$ cat config.mk
export PLATFORM = sky130hd
export DESIGN_NAME = char_boundary_segmenter_top
export DESIGN_NICKNAME = d
export VERILOG_FILES = /design/src/rtl/core/cbs_pkg.sv /design/src/rtl/core/char_boundary_segmenter_top.sv /design/src/rtl/core/cbs_check.sv
export SDC_FILE = /design/constraint.sdc
export NUM_CORES = 1
export LEC_CHECK = 0
export BUFFER_PORTS_ARGS = -buffer_cell sky130_fd_sc_hd__clkbuf_2
export CAP_MARGIN = 20
export CORE_UTILIZATION = 25
export CTS_CLUSTER_DIAMETER = 100
export DETAILED_ROUTE_END_ITERATION = 8
export GPL_TIMING_DRIVEN = 0
export PLACE_DENSITY = 0.5
export SLEW_MARGIN = 25
export SYNTH_ARGS = -nofsm -noshare
export SYNTH_HDL_FRONTEND = slang
export SYNTH_SLANG_ARGS = --single-unit
$ cat constraint.sdc
create_clock -name clk -period 8.13 [get_ports clk]
set_input_delay 0.4065 -clock clk [delete_from_list [all_inputs] [get_ports clk]]
set_output_delay 0.4065 -clock clk [all_outputs]
set_load 0.005 [all_outputs]
$ cat src/rtl/core/cbs_pkg.sv
// Shared types and codes for the character boundary segmenter.
`default_nettype none

package cbs_pkg;

    // Encoding selected by the mode register.
    localparam logic MODE_UTF8    = 1'b0;
    localparam logic MODE_GB18030 = 1'b1;

    // Outcome of checking the bytes gathered so far.
    localparam logic [1:0] ST_BAD  = 2'd0;
    localparam logic [1:0] ST_MORE = 2'd1;
    localparam logic [1:0] ST_DONE = 2'd2;

    // Result of the sequence check handed to the top level.
    typedef struct packed {
        logic [1:0] status;
        logic [2:0] char_len;
    } check_t;

endpackage

`default_nettype wire

$ cat src/rtl/core/char_boundary_segmenter_top.sv
// Top level of the character boundary segmenter: input stage, state and result stage.
`default_nettype none

//  Channel  | Signals                                          | Direction
//  ---------+--------------------------------------------------+----------
//  input    | in_valid, in_ready, in_byte, end_of_text         | in
//  result   | out_valid, out_ready, char_data, char_len,       | out
//           | is_error, text_done                              |
//  config   | cfg_wr_en, cfg_wr_data (encoding mode)           | in
//
// One byte is taken per cycle while the result side is not stalled; each byte waits in the input register
// and its result, if any, is loaded into the result register as the byte leaves it.
// The character state updates in that same step, so bytes follow back to back.
// A stalled result holds the input register; the input side then stalls too.
// Reset clears the control state, the partial character and the mode register.

module char_boundary_segmenter_top (
    input  wire logic        clk,
    input  wire logic        rst_n,
    input  wire logic        cfg_wr_en,
    input  wire logic        cfg_wr_data,
    input  wire logic        in_valid,
    output logic             in_ready,
    input  wire logic [7:0]  in_byte,
    input  wire logic        end_of_text,
    output logic             out_valid,
    input  wire logic        out_ready,
    output logic [31:0]      char_data,
    output logic [2:0]       char_len,
    output logic             is_error,
    output logic             text_done
);
    import cbs_pkg::*;

    logic        mode_reg;
    logic        in_valid_reg;
    logic [7:0]  byte_reg;
    logic        eot_reg;
    logic [23:0] partial_reg, partial_next;
    logic [1:0]  seen_reg, seen_next;
    logic        dropping_reg, dropping_next;
    logic        out_valid_reg;
    logic [31:0] data_reg, data_next;
    logic [2:0]  len_reg, len_next;
    logic        error_reg, error_next;
    logic        done_reg, done_next;
    logic        emit;
    logic        advance;
    logic [31:0] gathered;
    logic [31:0] aligned;
    logic [2:0]  count;
    check_t      chk;

    // Mode register; the user must write it only while the block is idle, which the block itself does not enforce.
    always_ff @(posedge clk or negedge rst_n)
    begin
        if (!rst_n)
        begin
            mode_reg <= MODE_UTF8;
        end
        else if (cfg_wr_en)
        begin
            mode_reg <= cfg_wr_data;
        end
    end

    // The held byte moves on when the result register is free or being emptied.
    assign advance  = in_valid_reg && (!out_valid_reg || out_ready);
    assign in_ready = !in_valid_reg || advance;

    // Input register.
    always_ff @(posedge clk or negedge rst_n)
    begin
        if (!rst_n)
        begin
            in_valid_reg <= 1'b0;
        end
        else if (in_ready)
        begin
            in_valid_reg <= in_valid;
        end
    end

    always_ff @(posedge clk)
    begin
        if (in_valid && in_ready)
        begin
            byte_reg <= in_byte;
            eot_reg  <= end_of_text;
        end
    end

    // Join the held bytes with the new one and left-align them for the check.
    assign gathered = {partial_reg, byte_reg};
    assign count    = {1'b0, seen_reg} + 3'd1;

    always_comb
    begin
        unique case (seen_reg)
            2'd0:    aligned = {gathered[7:0], 24'd0};
            2'd1:    aligned = {gathered[15:0], 16'd0};
            2'd2:    aligned = {gathered[23:0], 8'd0};
            default: aligned = gathered;
        endcase
    end

    cbs_check u_check (
        .mode      (mode_reg),
        .seq_bytes (aligned),
        .seq_count (count),
        .result    (chk)
    );

    // Next character state and the result for the byte in the input register.
    always_comb
    begin
        partial_next  = partial_reg;
        seen_next     = seen_reg;
        dropping_next = dropping_reg;
        emit          = 1'b0;
        data_next     = 32'd0;
        len_next      = 3'd0;
        error_next    = 1'b0;
        done_next     = eot_reg;

        if (dropping_reg)
        begin
            // Skip the rest of a failed text; its end gives the end marker.
            if (eot_reg)
            begin
                emit          = 1'b1;
                dropping_next = 1'b0;
                partial_next  = 24'd0;
                seen_next     = 2'd0;
            end
        end
        else if (chk.status == ST_DONE)
        begin
            emit         = 1'b1;
            data_next    = gathered;
            len_next     = chk.char_len;
            partial_next = 24'd0;
            seen_next    = 2'd0;
        end
        else if (chk.status == ST_MORE && !eot_reg)
        begin
            partial_next = gathered[23:0];
            seen_next    = count[1:0];
        end
        else
        begin
            // Invalid byte, or the text ended inside a character.
            emit          = 1'b1;
            error_next    = 1'b1;
            partial_next  = 24'd0;
            seen_next     = 2'd0;
            dropping_next = !eot_reg;
        end
    end

    // Character state.
    always_ff @(posedge clk or negedge rst_n)
    begin
        if (!rst_n)
        begin
            partial_reg  <= 24'd0;
            seen_reg     <= 2'd0;
            dropping_reg <= 1'b0;
        end
        else if (advance)
        begin
            partial_reg  <= partial_next;
            seen_reg     <= seen_next;
            dropping_reg <= dropping_next;
        end
    end

    // Result register.
    always_ff @(posedge clk or negedge rst_n)
    begin
        if (!rst_n)
        begin
            out_valid_reg <= 1'b0;
        end
        else if (advance)
        begin
            out_valid_reg <= emit;
        end
        else if (out_ready)
        begin
            out_valid_reg <= 1'b0;
        end
    end

    always_ff @(posedge clk)
    begin
        if (advance && emit)
        begin
            data_reg  <= data_next;
            len_reg   <= len_next;
            error_reg <= error_next;
            done_reg  <= done_next;
        end
    end

    assign out_valid = out_valid_reg;
    assign char_data = data_reg;
    assign char_len  = len_reg;
    assign is_error  = error_reg;
    assign text_done = done_reg;

    // While dropping, no partial character may be held.
    a_drop_empty: assert property (@(posedge clk) disable iff (!rst_n)
        dropping_reg |-> (seen_reg == 2'd0 && partial_reg == 24'd0))
        else $error("partial character held while dropping");

    // An error transaction carries no character.
    a_error_empty: assert property (@(posedge clk) disable iff (!rst_n)
        (out_valid && is_error) |-> (char_len == 3'd0 && char_data == 32'd0))
        else $error("error result carries character bytes");

    // A result without a character and without an error is the end marker.
    a_marker_done: assert property (@(posedge clk) disable iff (!rst_n)
        (out_valid && !is_error && char_len == 3'd0) |-> text_done)
        else $error("empty result that is not an end marker");

    // A stalled input side means a byte is waiting behind a stalled result.
    a_stall_cause: assert property (@(posedge clk) disable iff (!rst_n)
        !in_ready |-> (in_valid_reg && out_valid_reg && !out_ready))
        else $error("input stalled without a stalled result");

endmodule

`default_nettype wire

$ cat src/rtl/core/cbs_check.sv
// Combinational UTF-8 and GB18030 sequence check over up to four bytes.
`default_nettype none

module cbs_check (
    input  wire logic          mode,
    input  wire logic [31:0]   seq_bytes,
    input  wire logic [2:0]    seq_count,
    output cbs_pkg::check_t    result
);
    import cbs_pkg::*;

    localparam logic [7:0] B_ASCII_TOP = 8'h80;
    localparam logic [7:0] B_C2        = 8'hC2;
    localparam logic [7:0] B_E0        = 8'hE0;
    localparam logic [7:0] B_A0        = 8'hA0;
    localparam logic [7:0] B_F0        = 8'hF0;
    localparam logic [7:0] B_F4        = 8'hF4;
    localparam logic [7:0] B_90        = 8'h90;
    localparam logic [7:0] B_81        = 8'h81;
    localparam logic [7:0] B_FE        = 8'hFE;
    localparam logic [7:0] B_40        = 8'h40;
    localparam logic [7:0] B_7F        = 8'h7F;
    localparam logic [7:0] B_30        = 8'h30;
    localparam logic [7:0] B_39        = 8'h39;

    logic [7:0] b0, b1, b2, b3;
    logic       u_lead_ok, u_cont_ok, u_special_bad;
    logic [2:0] u_len;
    check_t     u_res;
    logic       g_b1_two, g_b1_four, g_b2_ok, g_b3_ok;
    check_t     g_res;

    // Bytes arrive left-aligned, earliest byte in the top lane.
    assign b0 = seq_bytes[31:24];
    assign b1 = seq_bytes[23:16];
    assign b2 = seq_bytes[15:8];
    assign b3 = seq_bytes[7:0];

    // UTF-8: length from the lead byte, then continuation and overlong checks.
    always_comb
    begin
        u_lead_ok = 1'b1;
        u_len     = 3'd1;
        priority if (b0 < B_ASCII_TOP)
        begin
            u_len = 3'd1;
        end
        else if (b0 >= B_C2 && b0 < B_E0)
        begin
            u_len = 3'd2;
        end
        else if (b0[7:4] == 4'hE)
        begin
            u_len = 3'd3;
        end
        else if (b0[7:3] == 5'b11110 && b0 <= B_F4)
        begin
            u_len = 3'd4;
        end
        else
        begin
            u_lead_ok = 1'b0;
        end

        u_cont_ok = (seq_count < 3'd2 || b1[7:6] == 2'b10)
                 && (seq_count < 3'd3 || b2[7:6] == 2'b10)
                 && (seq_count < 3'd4 || b3[7:6] == 2'b10);

        u_special_bad = (seq_count >= 3'd2)
                     && ((b0 == B_E0 && b1 < B_A0) || (b0 == B_F0 && b1 < B_90));

        u_res.char_len = u_len;
        priority if (!u_lead_ok || seq_count > u_len || !u_cont_ok || u_special_bad)
        begin
            u_res.status = ST_BAD;
        end
        else if (seq_count == u_len)
        begin
            u_res.status = ST_DONE;
        end
        else
        begin
            u_res.status = ST_MORE;
        end
    end

    // GB18030: single byte, two-byte, or four-byte forms decided by the second byte.
    always_comb
    begin
        g_b1_two  = (b1 >= B_40) && (b1 <= B_FE) && (b1 != B_7F);
        g_b1_four = (b1 >= B_30) && (b1 <= B_39);
        g_b2_ok   = (b2 >= B_81) && (b2 <= B_FE);
        g_b3_ok   = (b3 >= B_30) && (b3 <= B_39);

        g_res.char_len = 3'd0;
        priority if (b0 < B_ASCII_TOP)
        begin
            g_res.char_len = 3'd1;
            g_res.status   = (seq_count == 3'd1) ? ST_DONE : ST_BAD;
        end
        else if (b0 < B_81 || b0 > B_FE)
        begin
            g_res.status = ST_BAD;
        end
        else if (seq_count == 3'd1)
        begin
            g_res.status = ST_MORE;
        end
        else if (g_b1_two)
        begin
            g_res.char_len = 3'd2;
            g_res.status   = (seq_count == 3'd2) ? ST_DONE : ST_BAD;
        end
        else if (g_b1_four)
        begin
            g_res.char_len = 3'd4;
            priority if ((seq_count >= 3'd3 && !g_b2_ok) || (seq_count >= 3'd4 && !g_b3_ok))
            begin
                g_res.status = ST_BAD;
            end
            else if (seq_count == 3'd4)
            begin
                g_res.status = ST_DONE;
            end
            else
            begin
                g_res.status = ST_MORE;
            end
        end
        else
        begin
            g_res.status = ST_BAD;
        end
    end

    assign result = (mode == MODE_GB18030) ? g_res : u_res;

endmodule

`default_nettype wire

==> results of run 1 <==
-- stage by stage --
step                  util  hold slack (ns)  instances  total power [W]
floorplan                -           0.1109        313        0.0009054
global placement    0.2921           0.5211        550         0.001106
detailed placement  0.2945           0.5305        551         0.001124
CTS                 0.3161           0.1771        566         0.001555
global route        0.3161           0.2071        566         0.001636
finish              0.3161           0.1360        566         0.001535
-- critical path: cells and delay by family, from the launching register on --
kind            cells  cell delay, ns
fa+ha+maj           2            0.53
flops               1            0.41
mux                 1            0.27
simple gates        8            1.19
buf+inv             3            0.73
compound gates      5            1.71
-- cell families (layout without fill, tap and decap cells) --
family / Yosys count / count (layout) / share of synthesized area
flip-flops: 76 / 76 / 0.5661
multiplexers: 3 / 3 / 0.008638
AO/OA/AOI/OAI: 98 / 98 / 0.2013
AND/OR/NAND/NOR: 102 / 102 / 0.1545
buffers and inverters: 25 / 94 / 0.03953
adder cells (fa/ha/maj): 9 / 9 / 0.02990
-- synthesized netlist by cell type (6+ instances only) --
master	n	share of area
sky130_fd_sc_hd__edfxtp_1	46	0.37
sky130_fd_sc_hd__and2_1	41	0.068
sky130_fd_sc_hd__dfrtp_1	30	0.20
sky130_fd_sc_hd__a22o_1	26	0.060
sky130_fd_sc_hd__o21ai_0	16	0.021
sky130_fd_sc_hd__a21oi_1	13	0.017
sky130_fd_sc_hd__nand2_1	12	0.012
sky130_fd_sc_hd__nand3_1	11	0.015
sky130_fd_sc_hd__nor2_1	11	0.011
sky130_fd_sc_hd__ha_1	9	0.030
sky130_fd_sc_hd__inv_1	7	0.0070
sky130_fd_sc_hd__nor2b_1	7	0.012
sky130_fd_sc_hd__a22oi_1	6	0.012
sky130_fd_sc_hd__buf_6	6	0.018
-- cell type report --
cell class | instances | area share
sequential | 76 | 0.4623
multi-input combinational | 212 | 0.3237
timing repair buffer | 54 | 0.06348
clock buffer | 10 | 0.05182
tap | 184 | 0.04992
buffer | 17 | 0.02577
clock inverter | 5 | 0.01655
inverter | 8 | 0.006511
-- power groups by stage --
stage,Clock (W),Sequential (W),Combinational (W)
global placement,0,0.000610,0.000496
floorplan,0,0.000590,0.000316
global route,0.000449,0.000610,0.000577
detailed placement,0,0.000605,0.000520
finish,0.000425,0.000596,0.000514
CTS,0.000434,0.000598,0.000522
-- per-layer routing --
layer  global-route usage  wire (um)
met2               0.2190       4807
met4              0.07512        301
met5                    0          0
met3              0.03265        513
met1               0.1795       4647
-- path summary, 6_finish.rpt --
kind | startpoint | to | slack [ns] | cells past startpoint
max in group asynchronous | rst_n | partial_reg[12]$_DFFE_PN0P_ | 7.46 | 1
worst min-delay path | rst_n | out_valid$_DFFE_PN0P_ | 0.14 | 1
worst min register to register | partial_reg[17]$_DFFE_PN0P_ | partial_reg[17]$_DFFE_PN0P_ | 0.54 | 1
worst max register to register | seen_reg[0]$_DFFE_PN0P_ | char_data[31]$_SDFFCE_PP0P_ | 3.13 | 19
min in group clk | in_byte[7] | byte_reg[7]$_DFFE_PP_ | 0.23 | 1
worst max-delay path | seen_reg[0]$_DFFE_PN0P_ | char_data[31]$_SDFFCE_PP0P_ | 3.13 | 19
==> results by stage, run 1 <==
Status:
- The run finished with clean final reports.

Floorplanning:
- The initial core utilization is 0.2581.
- The full die area is 15560 um^2.
- The count of boundary I/O pins is 54.
- The number of rows created at floorplan is between 40 and 50.
- The floorplan step defined a core boundary enclosing about 15000 um^2.
- The floorplan step set the die height to 124.7 um.
- The horizontal die dimension is 124.7 um.

Clock tree:
- The clock tree buffer depth is 2.
- The root buffer selected by CTS is sky130_fd_sc_hd__clkbuf_16.
- Post-CTS timing repair inserted 0 buffers for setup.
- The total clock sinks is 76.
- TritonCTS built the clock tree.
- The later-pin clock latency in the skew report is 0.35 ns.
- Once the clock tree was built, the resizer swapped 0 gates to a different size.
- TritonCTS created 9 clock buffers.
- CTS built an H-tree with a depth of 3.
- Clock-pin slew was measured on the worst setup and hold paths at roughly 0.060 ns.
- The number of buffers added to fix hold violations after cts is 0.

Pwr:
- Dividing total power by cell area gives a power density of 332.9 nW/um^2.
- The combinational cell fraction of total power is 0.335.
- The leakage power is 1.850 nW.
- The internal power consumption is 0.001001 W.
- The net switching power figure is 0.0005341 W.
- The clock network fraction of design power is 0.277.
- The switching portion of total power is 0.3479.
- The highest ir drop seen on vdd is roughly 0.12 mV.
- Of the total power, registers draw 0.388.

Placed design:
- Buffers placed on the I/O ports in this run total 53.
- The placement-stage cell area is 4297 um^2.
- The HPWL after detailed placement is 7460 um.
- Before CTS, the worst setup slack after placement is 3.129 ns.
- The placer's final routability congestion estimate is 0.8322.

Synth:
- The gate count after technology mapping is 313.
- The net count after synthesis is around 340.
- The combined area of all synthesized cells is 3766 um^2.
- The count of synthesis-stage warnings from yosys is 0.
- The register bit count reported by yosys is 76.
- After synthesis, the share of flip-flops with an asynchronous set or reset is 0.3947.
- The most used flip-flop cell after synthesis is sky130_fd_sc_hd__edfxtp_1.
- The sequential cell area fraction in the yosys report is 0.5661.
- The mean instance size in the synthesized netlist is roughly 12 um^2.
- The synthesized design contains 46 enable-type register cells.
- The number of different library cells used by synthesis comes to 50.

Cells and area:
- The total number of nets in the final design is 402.
- The sequential cell area in the final layout is 2132 um^2.
- The area growth from synthesis to final layout is 22.46%.
- Leaving out fill and tap cells, the most frequent cell in the layout is sky130_fd_sc_hd__clkbuf_2.
- Summing all multi-input logic gate instances after layout gives 1493 um^2.
- The antenna diode count is 0.
- The register with the most flip-flops in the layout has 32 of them.
- The count of fill cells added during filler insertion is 1503.
- The share of post-route cells with drive strength above 1 is 0.2304.
- Leaving out fill and tap cells, the most frequent cells in the layout are 53 x sky130_fd_sc_hd__clkbuf_2, 46 x sky130_fd_sc_hd__edfxtp_1, 41 x sky130_fd_sc_hd__and2_1.
- The post-route cell area is 4612 um^2.

Flow run:
- The number of max-capacitance violations reported is 0.

Route:
- In the final routed layout, each cell accounts on average for 18.14 um.
- The detailed-route vias per instance is about 5.1.
- The remaining antenna violation count is 0.
- The number of vias after detailed routing is ~2.9k.
- For this run, design rule violations remaining after detail routing come to 0.
- The length of the first detailed-routing pass in iterations is 6.
- Summed over all layers, the routed wires come to 10270 um.
- The number of DRC markers after the initial detailed-route iteration is 184.

STA:
- The final hold violation count is 0.
- Between clock sinks in the finished design, the worst skew comes to 0.008351 ns.
- The period utilization is 0.6144.
- For the final routed database, the setup TNS stands at 0 ns.
- The routed design could run at a clock period as short as ~5 ns.
- The number of max-slew violations in the final report is 0.
- At the pin with the least slew margin, the transition time is 0.8262 ns.
- The worst pin sits at a relative slew slack of 0.4492.
- The least setup slack across all paths after layout is 3.135 ns.
- The setup-violating endpoint count in the final report is 0.
- The highest attainable clock frequency is 0.2002 GHz.
- Setup repair after global routing left no endpoint under its margin.

GRT:
- Global routing finished with a remaining overflow of 0.
- The via count of the first global-routing pass is 2906.
- The first global-routing pass estimated 16480 um of wire.
- The largest net degree at the start of global routing is 31.
- The overall track demand over capacity in global routing is 0.1404.
- The number of antenna violations at the first check in global routing is 0.

Setup path:
- Of all nets on the critical path, the largest fanout is 10.
- The category of the worst setup path launch point is a flip-flop.
- The largest single stage delay on the critical path is about 0.66 ns.
- The arrival time of data at the critical path endpoint is ~5.2 ns.
- The startpoint-to-endpoint class of the critical path is flip-flop to flip-flop.
- For this design, the slowest cell found on the critical path is sky130_fd_sc_hd__a21oi_1.
- Walking the worst path, the cells encountered are inv_1 -> ha_1 -> buf_6 -> a222oi_1 -> mux2_2 -> nand4_1 -> nor2_1 -> nor2_1 -> nand2_1 -> ha_1 -> nor2b_1 -> o21a_1 -> o21ai_0 -> nand4b_1 -> a211oi_2 -> nand2b_1 -> a21oi_1 -> clkbuf_1 -> and2_1.
- STA classifies the critical path endpoint as a flip-flop.
- For the worst setup path, the data required time is 8.34 ns.

Hold path:
- The path type of the worst min-delay path is input pin to async pin.
(Power assumes the default switching activity.)
==> run 2, diff against run 1 <==
--- a/config.mk
+++ b/config.mk
@@ -5,13 +5,14 @@
 export SDC_FILE = /design/constraint.sdc
 export NUM_CORES = 1
 export LEC_CHECK = 0
+export ABC_AREA = 1
 export BUFFER_PORTS_ARGS = -buffer_cell sky130_fd_sc_hd__clkbuf_2
 export CAP_MARGIN = 20
 export CORE_UTILIZATION = 25
 export CTS_CLUSTER_DIAMETER = 100
 export DETAILED_ROUTE_END_ITERATION = 8
 export GPL_TIMING_DRIVEN = 0
-export PLACE_DENSITY = 0.5
+export PLACE_DENSITY = 0.51
 export SLEW_MARGIN = 25
 export SYNTH_ARGS = -nofsm -noshare
 export SYNTH_HDL_FRONTEND = slang
==> constraint.sdc (replaced) <==
create_clock -name clk -period 4.2 [get_ports clk]
set_input_delay 0.21 -clock clk [delete_from_list [all_inputs] [get_ports clk]]
set_output_delay 0.21 -clock clk [all_outputs]
set_load 0.005 [all_outputs]
==> run 2 against run 1 <==
The flow now finishes with violations (negative hold slack). Combinational power is 140% higher. Maximum frequency increased by 27%. Area after synthesis is 17% higher. Synthesized cell count grew 67%. Clock skew decreased by 0.0015 ns. Largest power group is now combinational cells. Core utilization decreased by 0.88 points. Critical endpoint is now char_data[25]$_SDFFCE_PP0P_. Hold slack lost 0.15 ns. Setup slack worse by 2.9 ns. Die area grew 17%.
==> results by stage, run 2 <==
Status:
- The run finished, with violations left.
- The checks that failed: negative hold slack.

Route:
- The remaining antenna violation count is 0.
- In the final routed layout, each cell accounts on average for ~15 um.
- In the routed design, unresolved DRC markers number 0.
- Dividing the detail-routed via count by the number of cells gives 4.463.
- The length of the first detailed-routing pass in iterations is 5.
- After the first detailed-routing iteration, the DRC count stood at 211.
- The wire length reported by the detailed router is 12410 um.
- For this block, the via count after detailed routing is 3660.

Pwr:
- Of the total power, registers draw 0.359.
- The net switching power figure is 0.001241 W.
- The clock network fraction of design power is 0.252.
- The share of total power dissipated in combinational logic is 0.390.
- Of the total power, the share spent switching nets is 0.3957.
- Summed over all cells, the static leakage comes to roughly 2.3 nW.
- In this run the power density over the cells is approximately 590 nW/um^2.
- Cell internal power was estimated by the tool at 0.001896 W.
- Across the VDD grid, the largest voltage drop is 0.2399 mV.

STA:
- The number of max-slew violations in the final report is 0.
- The final hold violation count is 30.
- The post-route clock skew is 0.006802 ns.
- The worst path needs around 3.9 ns of the cycle, external delays included.
- Dividing the final minimum period by the clock period gives 0.9348.
- For the pin with the worst max-slew slack, the measured transition is 0.8961 ns.
- The total negative slack is 0 ns.
- Setup violations remaining at the end of the flow were counted as 0.
- Headroom to the max-slew limit came out at 0.4026.
- The highest attainable clock frequency is 0.2547 GHz.
- Hold timing on the final database bottoms out at a slack of -0.01689 ns.
- In the post-route analysis, the smallest setup slack over all paths is 0.2740 ns.
- Setup repair after global routing left no endpoint under its margin.

Clock tree:
- The longest clock path from root to sink contains 2 buffers.
- The clock-pin slew of the registers on the worst-case setup and hold paths is 0.06 ns.
- The root buffer cell chosen for the clock tree is sky130_fd_sc_hd__clkbuf_16.
- The total clock sinks is 76.
- The later-pin clock latency in the skew report is 0.35 ns.
- The CTS buffer count is 9.
- In this run the number of H-tree levels came out at 3.
- TritonCTS built the clock tree.

Floorplanning:
- The standard cell core area is 17240 um^2.
- In this run the core area contains 48 standard-cell rows.
- The floorplan step set the die width to 134.8 um.
- The full die area is 18180 um^2.
- 54 I/O pins were placed.
- The floorplan step set the die height to 134.8 um.
- The initial utilization of the core area, before any placement, comes to 0.2559.

Cells and area:
- The area used by multi-input combinational logic is 1886 um^2.
- The final layout contains 614 nets.
- The register with the most flip-flops in the layout has 32 of them.
- The library cells used most frequently in the layout, excluding fill and tap cells, are 158 x sky130_fd_sc_hd__nand2_1, 53 x sky130_fd_sc_hd__inv_1, 53 x sky130_fd_sc_hd__clkbuf_2.
- Of the cells placed in the final design, the portion with a size suffix greater than 1 is 0.2622.
- The final core utilization is 0.3073.
- The area growth from synthesis to final layout is 20.09%.
- With fillers left out, the area of the finished cells amounts to about 5300 um^2.
- In the final layout, flip-flops and latches occupy 2133 um^2.
- The antenna diode count is 0.
- Leaving out fill and tap cells, the most frequent cell in the layout is sky130_fd_sc_hd__nand2_1.
- The filler cells instantiated in the layout total 1876.
- The final cell count without fillers is 820.

Synth:
- The net count after synthesis is 548.
- The count of synthesis-stage warnings from yosys is 0.
- The combined area of all synthesized cells is 4410 um^2.
- Synthesis produced 524 cells.
- A synthesized cell averages 8.417 um^2.
- Yosys attributes the largest share of cell area to sky130_fd_sc_hd__edfxtp_1 31%, sky130_fd_sc_hd__dfrtp_1 17%, sky130_fd_sc_hd__nand2_1 14%.
- In the synthesized netlist the async set-or-reset flop fraction comes to 0.3947.
- The most used flip-flop cell after synthesis is sky130_fd_sc_hd__edfxtp_1.
- The area share of the largest cell type after synthesis is 0.3132.
- The cell taking the most area after synthesis is sky130_fd_sc_hd__edfxtp_1.
- The number of enable flip-flop cells after synthesis is between 40 and 50.
- In this run, synthesis produced a sequential element count of 76.
- The leading cell type by number of instances after synthesis is sky130_fd_sc_hd__nand2_1.
- By count the netlist is led by 159 x sky130_fd_sc_hd__nand2_1, 55 x sky130_fd_sc_hd__inv_1, 49 x sky130_fd_sc_hd__nor2_1, 46 x sky130_fd_sc_hd__edfxtp_1, 46 x sky130_fd_sc_hd__nand3_1.
- The sequential cell area fraction in the yosys report is 0.4834.
- The post-synthesis cell type count is 34.

GRT:
- Entering global routing, the biggest net connects 31 pins.
- The fraction of met1 tracks used by global routing is 0.1867.
- The via count of the first global-routing pass was 3686.
- The fraction of met2 tracks used by global routing is 0.2417.
- The global routing stage identified its most utilized layer as met2.
- Across every metal layer, demand over resource in global routing totals 0.1474.
- The total global routing overflow is 0.
- The first global-routing pass estimated roughly 20000 um of wire.
- The number of antenna violations at the first check in global routing was 0.
- For met3 alone, demand over resource in global routing was 0.03003.

Placed design:
- Once placement completed, the tool counted placed cells totaling between 800 and 900.
- At the end of routability-driven placement, the weighted congestion stood at around 0.93.
- Detailed placement ended at an HPWL of 9318 um.
- Prior to clock tree synthesis, the placed netlist has a worst setup slack of 0.1153 ns.
- The total of buffers placed on input and output ports is 53.
- After detailed placement, the total cell area comes to approximately 5000 um^2.

Setup path:
- The worst setup path is of the flip-flop to flip-flop kind.
- STA classifies the critical path endpoint as a flip-flop.
- The maximum net fanout on the critical path is 25.
- STA puts the critical path data arrival time at 4.02 ns.
- Data on the critical path is required at its endpoint by 4.29 ns.
- The category of the worst setup path launch point is a flip-flop.

Flow run:
- Across the run, the number of max-cap violations was 0.

Hold path:
- The path type of the worst min-delay path is input pin to async pin.
-- run 2: cell types whose count changed after synthesis, sizes merged, moves of 5 or more --
cell and change:
a21oi -7, a221oi -5, a22o -26, a22oi -6
and2 -40, inv +50, nand2 +152, nand3 +36
nor2 +73, nor2b -7, o21ai +20, o21bai +5
-- run 2: layout make-up --
cell class | count | share of cell area
Sequential cell | 76 | 0.4028
Buffer | 21 | 0.03213
Clock inverter | 6 | 0.01181
Clock buffer | 10 | 0.04512
Timing Repair Buffer | 55 | 0.05528
Tap cell | 225 | 0.05315
Inverter | 59 | 0.04370
Multi-Input combinational cell | 368 | 0.3560
-- run 2: worst max-delay path, cell delays in order, from the launching register on --
cell                       delay [ns]
sky130_fd_sc_hd__dfrtp_1         0.43
sky130_fd_sc_hd__inv_1           0.12
sky130_fd_sc_hd__ha_1            0.15
sky130_fd_sc_hd__buf_4           0.16
sky130_fd_sc_hd__nand2_1         0.06
sky130_fd_sc_hd__nand2_1         0.09
sky130_fd_sc_hd__nor2_1          0.06
sky130_fd_sc_hd__nor2_2          0.21
sky130_fd_sc_hd__nand2_2         0.11
sky130_fd_sc_hd__nor2_2          0.16
sky130_fd_sc_hd__nand3_2         0.13
sky130_fd_sc_hd__and2_1          0.19
sky130_fd_sc_hd__ha_1            0.28
sky130_fd_sc_hd__nand3_1         0.11
sky130_fd_sc_hd__a21boi_0        0.20
sky130_fd_sc_hd__o211ai_1        0.13
sky130_fd_sc_hd__nor2_2          0.15
sky130_fd_sc_hd__nand3b_2        0.12
sky130_fd_sc_hd__nand2_2         0.13
sky130_fd_sc_hd__nand2_4         0.10
sky130_fd_sc_hd__buf_6           0.18
sky130_fd_sc_hd__nand2_2         0.10
sky130_fd_sc_hd__inv_4           0.10
sky130_fd_sc_hd__buf_12          0.18
-- run 2: power by group through the flow --
stage,logic (W),clock network [W],registers [W]
detailed placement,0.00122,0,0.00114
finish,0.00122,0.000790,0.00112
floorplan,0.000821,0,0.00112
global placement,0.00119,0,0.00115
global route,0.00136,0.000841,0.00114
CTS,0.00123,0.000810,0.00113
-- run 2: worst paths after layout --
path / cells past startpoint / endpoint / slack (ns) / from
worst max-delay path: 23 / char_data[25]$_SDFFCE_PP0P_ / 0.27 / seen_reg[1]$_DFFE_PN0P_
worst min-delay path: 1 / dropping_reg$_DFFE_PN0P_ / -0.02 / rst_n
worst max register to register: 23 / char_data[25]$_SDFFCE_PP0P_ / 0.27 / seen_reg[1]$_DFFE_PN0P_
worst min register to register: 0 / text_done$_DFFE_PP_ / 0.52 / done_next$_DFFE_PP_
max in group asynchronous: 1 / seen_reg[0]$_DFFE_PN0P_ / 3.61 / rst_n
min in group clk: 1 / byte_reg[0]$_DFFE_PP_ / 0.03 / in_byte[0]
-- run 2: stage by stage --
stage / hold slack (ns) / total power (W)
after global placement: 0.3573 / 0.002332
after detailed placement: 0.3738 / 0.002364
final: -0.01689 / 0.003137
after global routing: 0.02053 / 0.003340
after CTS: 0.005273 / 0.003164
after floorplan: -0.08559 / 0.001939
-- run 2: cells by family (layout without fill, tap and decap cells) --
kind of cell	count (synthesis)	after routing	synth area share
and+or+nand+nor	304	304	0.3155
buffers and inverters	80	151	0.09050
DFF	76	76	0.4834
AOI/OAI and AO/OA	55	55	0.08511
adders and majority gates	9	9	0.02553
-- run 2: metal layers --
layer / share of wire / routed length [um]
met2: 0.47 / 5853
met3: 0.050 / 615
met1: 0.45 / 5589
met5: 0 / 0
met4: 0.028 / 348
-- run 2: timing repair --
| item | 4_1_cts | 5_1_grt |
|---|---|---|
| endpoints found under the hold margin | 0 | 0 |
| buffers inserted | 0 | 1 |
| endpoints found under the setup margin | 0 | 25 |
| resized for setup | 0 | 6 |
| hold buffers | 0 | 0 |
